### config.mk
export PLATFORM = sky130hd
export DESIGN_NAME = sorted_priority_queue_core
export DESIGN_NICKNAME = d
export VERILOG_FILES = /design/src/hdl/spq_pkg.sv /design/src/hdl/sorted_priority_queue_core.sv /design/src/hdl/spq_cell.sv
export SDC_FILE = /design/constraint.sdc
export NUM_CORES = 2
export LEC_CHECK = 0
export BUFFER_PORTS_ARGS = -buffer_cell sky130_fd_sc_hd__buf_2
export CORE_MARGIN = 8
export CORE_UTILIZATION = 65
export DETAILED_ROUTE_END_ITERATION = 8
export PLACE_DENSITY_LB_ADDON = 0.15
export SLEW_MARGIN = 10
export SYNTH_ARGS = -nofsm -noshare
export SYNTH_HDL_FRONTEND = slang
export SYNTH_SLANG_ARGS = --single-unit
### constraint.sdc
create_clock -name clk -period 16.86 [get_ports clk]
set_input_delay 1.686 -clock clk [delete_from_list [all_inputs] [get_ports clk]]
set_output_delay 1.686 -clock clk [all_outputs]
set_load 0.05 [all_outputs]
### src/hdl/spq_pkg.sv
// Shared types and codes for the sorted priority queue.
`default_nettype none

package spq_pkg;

  localparam logic OP_ENQ = 1'b0;
  localparam logic OP_DEQ = 1'b1;

  localparam logic [1:0] STATUS_OK    = 2'd0;
  localparam logic [1:0] STATUS_EMPTY = 2'd1;
  localparam logic [1:0] STATUS_FULL  = 2'd2;

  typedef struct packed {
    logic              op;
    logic signed [31:0] item_value;
    logic signed [15:0] item_priority;
  } in_word_t;

  typedef struct packed {
    logic signed [31:0] out_value;
    logic signed [15:0] out_priority;
    logic [1:0]         status;
    logic [4:0]         fill_count;
  } out_word_t;

  // One queue slot as held by a cell.
  typedef struct packed {
    logic               occ;
    logic signed [31:0] value;
    logic signed [15:0] prio;
  } slot_t;

  // Broadcast to every cell in the chain.
  typedef struct packed {
    logic               enq;
    logic               deq;
    logic signed [31:0] value;
    logic signed [15:0] prio;
  } cell_cmd_t;

endpackage

`default_nettype wire

### src/hdl/sorted_priority_queue_core.sv
// Sorted priority queue: a chain of DEPTH slot cells with a registered result word.
// The result word of an accepted input word is registered and valid in the next cycle.
// Throughput: one operation per cycle unless out_ready holds a result; compares run
// in parallel in every cell and the insert or remove shift happens in the same edge.
// Reset: rst (synchronous) empties the queue and drops any pending result.
`default_nettype none

module sorted_priority_queue_core #(
  parameter int DEPTH = 16
) (
  input  wire                     clk,
  input  wire                     rst,
  input  wire                     in_valid,
  output logic                    in_ready,
  input  wire spq_pkg::in_word_t  in_data,
  output logic                    out_valid,
  input  wire                     out_ready,
  output spq_pkg::out_word_t      out_data
);
  import spq_pkg::*;

  localparam int CW = $clog2(DEPTH + 1);

  slot_t     slots [DEPTH];
  logic      belows [DEPTH];
  cell_cmd_t cmd;
  logic      accept;
  logic      full;
  logic      empty;
  logic      enq_ok;
  logic      deq_ok;
  logic [CW-1:0] count;
  logic [CW-1:0] count_next;
  out_word_t res_next;

  assign in_ready = !out_valid || out_ready;
  assign accept   = in_valid && in_ready;
  assign full     = slots[DEPTH-1].occ;
  assign empty    = !slots[0].occ;
  assign enq_ok   = accept && (in_data.op == OP_ENQ) && !full;
  assign deq_ok   = accept && (in_data.op == OP_DEQ) && !empty;

  assign cmd = '{enq: enq_ok, deq: deq_ok,
                 value: in_data.item_value, prio: in_data.item_priority};

  for (genvar i = 0; i < DEPTH; i++) begin : g_cell
    slot_t left_s;
    slot_t right_s;
    logic  left_b;
    if (i == 0) begin : g_head
      // Nothing sits ahead of the head, so it takes the new entry whenever it yields.
      assign left_s = '0;
      assign left_b = 1'b1;
    end else begin : g_mid
      assign left_s = slots[i-1];
      assign left_b = belows[i-1];
    end
    if (i == DEPTH - 1) begin : g_tail
      assign right_s = '0;
    end else begin : g_body
      assign right_s = slots[i+1];
    end
    spq_cell u_cell (
      .clk       (clk),
      .rst       (rst),
      .cmd       (cmd),
      .left_slot (left_s),
      .left_below(left_b),
      .right_slot(right_s),
      .slot      (slots[i]),
      .below     (belows[i])
    );
  end

  always_comb begin
    count_next = count;
    if (enq_ok) begin
      count_next = count + CW'(1);
    end else if (deq_ok) begin
      count_next = count - CW'(1);
    end
    res_next = '0;
    res_next.fill_count = 5'(count_next);
    if (in_data.op == OP_ENQ) begin
      res_next.status = full ? STATUS_FULL : STATUS_OK;
    end else if (empty) begin
      res_next.status = STATUS_EMPTY;
    end else begin
      res_next.status       = STATUS_OK;
      res_next.out_value    = slots[0].value;
      res_next.out_priority = slots[0].prio;
    end
  end

  always_ff @(posedge clk) begin
    if (rst) begin
      count     <= '0;
      out_valid <= 1'b0;
    end else begin
      count <= count_next;
      if (accept) begin
        out_valid <= 1'b1;
      end else if (out_ready) begin
        out_valid <= 1'b0;
      end
    end
    if (accept) begin
      out_data <= res_next;
    end
  end

endmodule

`default_nettype wire

### src/hdl/spq_cell.sv
// One slot of the sorted chain: keeps, takes the new entry, or shifts.
`default_nettype none

module spq_cell (
  input  wire                    clk,
  input  wire                    rst,
  input  wire spq_pkg::cell_cmd_t cmd,
  input  wire spq_pkg::slot_t    left_slot,
  input  wire                    left_below,
  input  wire spq_pkg::slot_t    right_slot,
  output spq_pkg::slot_t         slot,
  output logic                   below
);
  import spq_pkg::*;

  slot_t slot_next;

  // This entry stays ahead of the new one when its priority is greater or equal.
  assign below = slot.occ && (slot.prio >= cmd.prio);

  always_comb begin
    slot_next = slot;
    if (cmd.enq) begin
      if (!below) begin
        if (left_below) begin
          slot_next = '{occ: 1'b1, value: cmd.value, prio: cmd.prio};
        end else begin
          slot_next = left_slot;
        end
      end
    end else if (cmd.deq) begin
      slot_next = right_slot;
    end
  end

  always_ff @(posedge clk) begin
    slot.value <= slot_next.value;
    slot.prio  <= slot_next.prio;
    if (rst) begin
      slot.occ <= 1'b0;
    end else begin
      slot.occ <= slot_next.occ;
    end
  end

endmodule

`default_nettype wire
==> impl_metrics.yaml <==
clock_network:
  ctsLongestPathBuffers: 3
  cts_tree: "built"
  cts_num_sinks: 845
  clockRootBuffer: "clkbuf_16"
  hold_buffers: 0
  path_clk_slew_ns: 0.06
  htreeDepth: 3
  cts-resized-gates: 0
  cts-buffers-inserted: 90
  cts_setup_buffers: 0
  worstSkewPairLatency_ns: 0.66
critical_path:
  crit_type: "in -> reg"
  cp_top_family: "buffers and inverters"
  cp_num_buf_inv: 3
  arrival_ns: 6.16
  startpoint_type: "primary input"
  cp_slowest_cell: "a21oi_4"
  crit_required_ns: 17.15
  critPathMaxFanout: 26
  path_cells: "buf_2, inv_1, ha_1, nand4_2, nor4_2, a21bo_1, o2111ai_2, mux2i_4, nor2_1, a21oi_4, buf_4"
  end_kind: "register"
  critPathMaxStageDelay_ns: 0.86
logic_synthesis:
  synthArstFlopShare_pct: 0
  syn_nets: 4707
  ys_seq_area_share_pct: 53.97
  ys_warn_count: 0
  synth_edf_count: 823
  synth_top_area_share_pct: 53.03
  synth_flop_cell: "edfxtp_1"
  synth.area.top_cells: "edfxtp_1 53%, mux2i_1 8.2%, ha_1 6.5%"
  yosysUniqueCellTypes: 70
  synth_seq_cells: 845
  yosysTopAreaCell: "edfxtp_1"
  syn_avg_cell_area_um2: 10.56
  synth_cells: 4412
  syn-cell-area_um2: 46610
timing:
  slew_headroom_pct: 8.125
  tightest_slew_ns: 1.378
  post-route-period-util_pct: 34.81
  tns_ns: 0
  hold_violations: 0
  slew_viol_final: 0
  period_needed_ns: 5.869
  rsz0062_at_grt: "false"
  setup_viol: 0
  setup_ws_ns: 10.99
  max_freq_mhz: 170.4
  fin_worst_skew_ns: 0.02894
floorplan:
  start_util_pct: 65.42
  die_w_um: 283.8
  fp.dieH_um: 283.8
  core_area_um2: 71240
  num_rows: 98
  dieArea_um2: 80530
  io_pins: 110
placement:
  gp_congestion: 0.9536
  place_inst: 5167
  portBuffers: 109
  hpwl_mm: 83.41
  post-place-ws_ns: 10.49
  placed_area_um2: 47530
outcome:
  outcome: "complete, no violations"
grt:
  grt_usage_pct: 33.19
  grt_pass1_wl_mm: 210.4
  antenna_found_initial: 7
  grt_pass1_vias: 35082
  grt_max_degree: 261
  grt_overflow: 0
layout:
  final-instance-count-excl-fill: 5332
  final_common_cell: "edfxtp_1"
  area_delta_synth_final_pct: 8.209
  fin_area_um2: 50430
  drive_above_1_share_pct: 7.903
  layout_common_cells: "823 x edfxtp_1, 802 x nand2_1, 392 x o21ai_0, 382 x mux2i_1, 258 x a21oi_1"
  nFillCells: 5212
  final_nets: 4604
drt:
  first_pass_iters: 6
  routedWlPerCell_um: 25.91
  drt_wl_total_mm: 138.1
  drc: 0
  drt-initial-drc-count: 4922
  via_per_inst: 6.805
  num_vias: 36286
  antenna_left: 0
job:
  max_cap_violations: 0
power_and_ir_drop:
  cellPowerDensity_nw_per_um2: 107.6
  leakage_uw: 0.01897
  peakVddDrop_mv: 0.08980
min_path:
  min_path_type: "reg -> reg"
registers in the layout (all words and copies together) (netlist names):
signal / cells
count: 5
out_valid: 1
g_cell.u_cell.slot: 784
out_data: 55
Yosys cell counts (all sizes together) (3+ instances only):
| library cell | n |
|---|---|
| o311a | 4 |
| o311ai | 3 |
| mux2i | 383 |
| or3 | 19 |
| and4 | 21 |
| dfxtp | 22 |
| o41ai | 3 |
| nor4 | 7 |
| or4 | 4 |
| o21bai | 6 |
| and3 | 64 |
| a31oi | 48 |
| a22oi | 6 |
| a21o | 28 |
| nor2b | 23 |
| a21boi | 6 |
| nand4b | 4 |
| a31o | 6 |
| nand3b | 33 |
| a21oi | 272 |
| o211ai | 204 |
| ha | 242 |
| o31ai | 6 |
| a311oi | 12 |
| inv | 48 |
| o221ai | 6 |
| nand3 | 224 |
| buf | 111 |
| a211o | 7 |
| nand2 | 802 |
| nand4 | 36 |
| a221oi | 7 |
| edfxtp | 823 |
| clkbuf | 251 |
| nor3 | 16 |
| nor2 | 207 |
| o21ai | 423 |
layout make-up:
| type | count | area, um^2 | area share [%] |
|---|---|---|---|
| Timing Repair Buffer | 167 | 993.5 | 1.970 |
| Clock inverter | 39 | 440.4 | 0.8733 |
| Tap cell | 950 | 1189 | 2.357 |
| Inverter | 48 | 181.4 | 0.3597 |
| Clock buffer | 122 | 2455 | 4.868 |
| Antenna cell | 4 | 10.01 | 0.01985 |
| Sequential cell | 845 | 25160 | 49.88 |
| Multi-Input combinational cell | 3157 | 20010 | 39.67 |
final timing paths:
path	slack (ns)	start	cells after the start	end
max	10.99	in_data[15]	11	g_cell[9].u_cell.slot[31]$_DFFE_PP_
max reg2reg	12.12	out_valid$_SDFFE_PP0P_	7	g_cell[5].u_cell.slot[20]$_DFFE_PP_
min	0.53	out_valid$_SDFFE_PP0P_	2	out_valid$_SDFFE_PP0P_
min reg2reg	0.53	out_valid$_SDFFE_PP0P_	2	out_valid$_SDFFE_PP0P_
layer usage:
layer,routed length [um],track usage [%],vias up
met4,4684,11.82,4
met3,15200,6.115,291
met2,62900,51.53,2218
li1,-,-,16195
met1,55350,46.76,17578
met5,20,0,-
cells by family (layout without fill, tap and decap cells):
group,Yosys count,in the layout,synth area share [%]
fa+ha+maj,242,242,6.497
compound gates,1061,1061,13.47
other cells,0,4,0
simple gates,1467,1467,13.94
xor+xnor,4,4,0.07518
buf+inv,410,376,3.820
flops,845,845,53.97
mux,383,383,8.234
power breakdown:
| group | switching (uW) | internal [uW] |
|---|---|---|
| clock network | 858 | 1150 |
| registers | 95.5 | 2510 |
| logic | 567 | 248 |
through the flow:
step	total power [uW]	utilization, %	hold WS, ns
6_report	5425	70.79	0.5300
5_1_grt	5587	70.79	0.5655
4_1_cts	5407	70.78	0.5267
3_5_place_dp	3436	66.71	0.5180
3_3_place_gp	3407	66.71	0.5153
2_1_floorplan	3172	-	0.4830
worst min-delay path, delay by kind of cell, from the launching register on:
| family | cells | cell delay (ns) |
|---|---|---|
| AO/OA/AOI/OAI | 1 | 0.07 |
| flip-flops | 1 | 0.31 |
| AND/OR/NAND/NOR | 1 | 0.10 |
No activity file was read; power rests on OpenSTA's default activity.
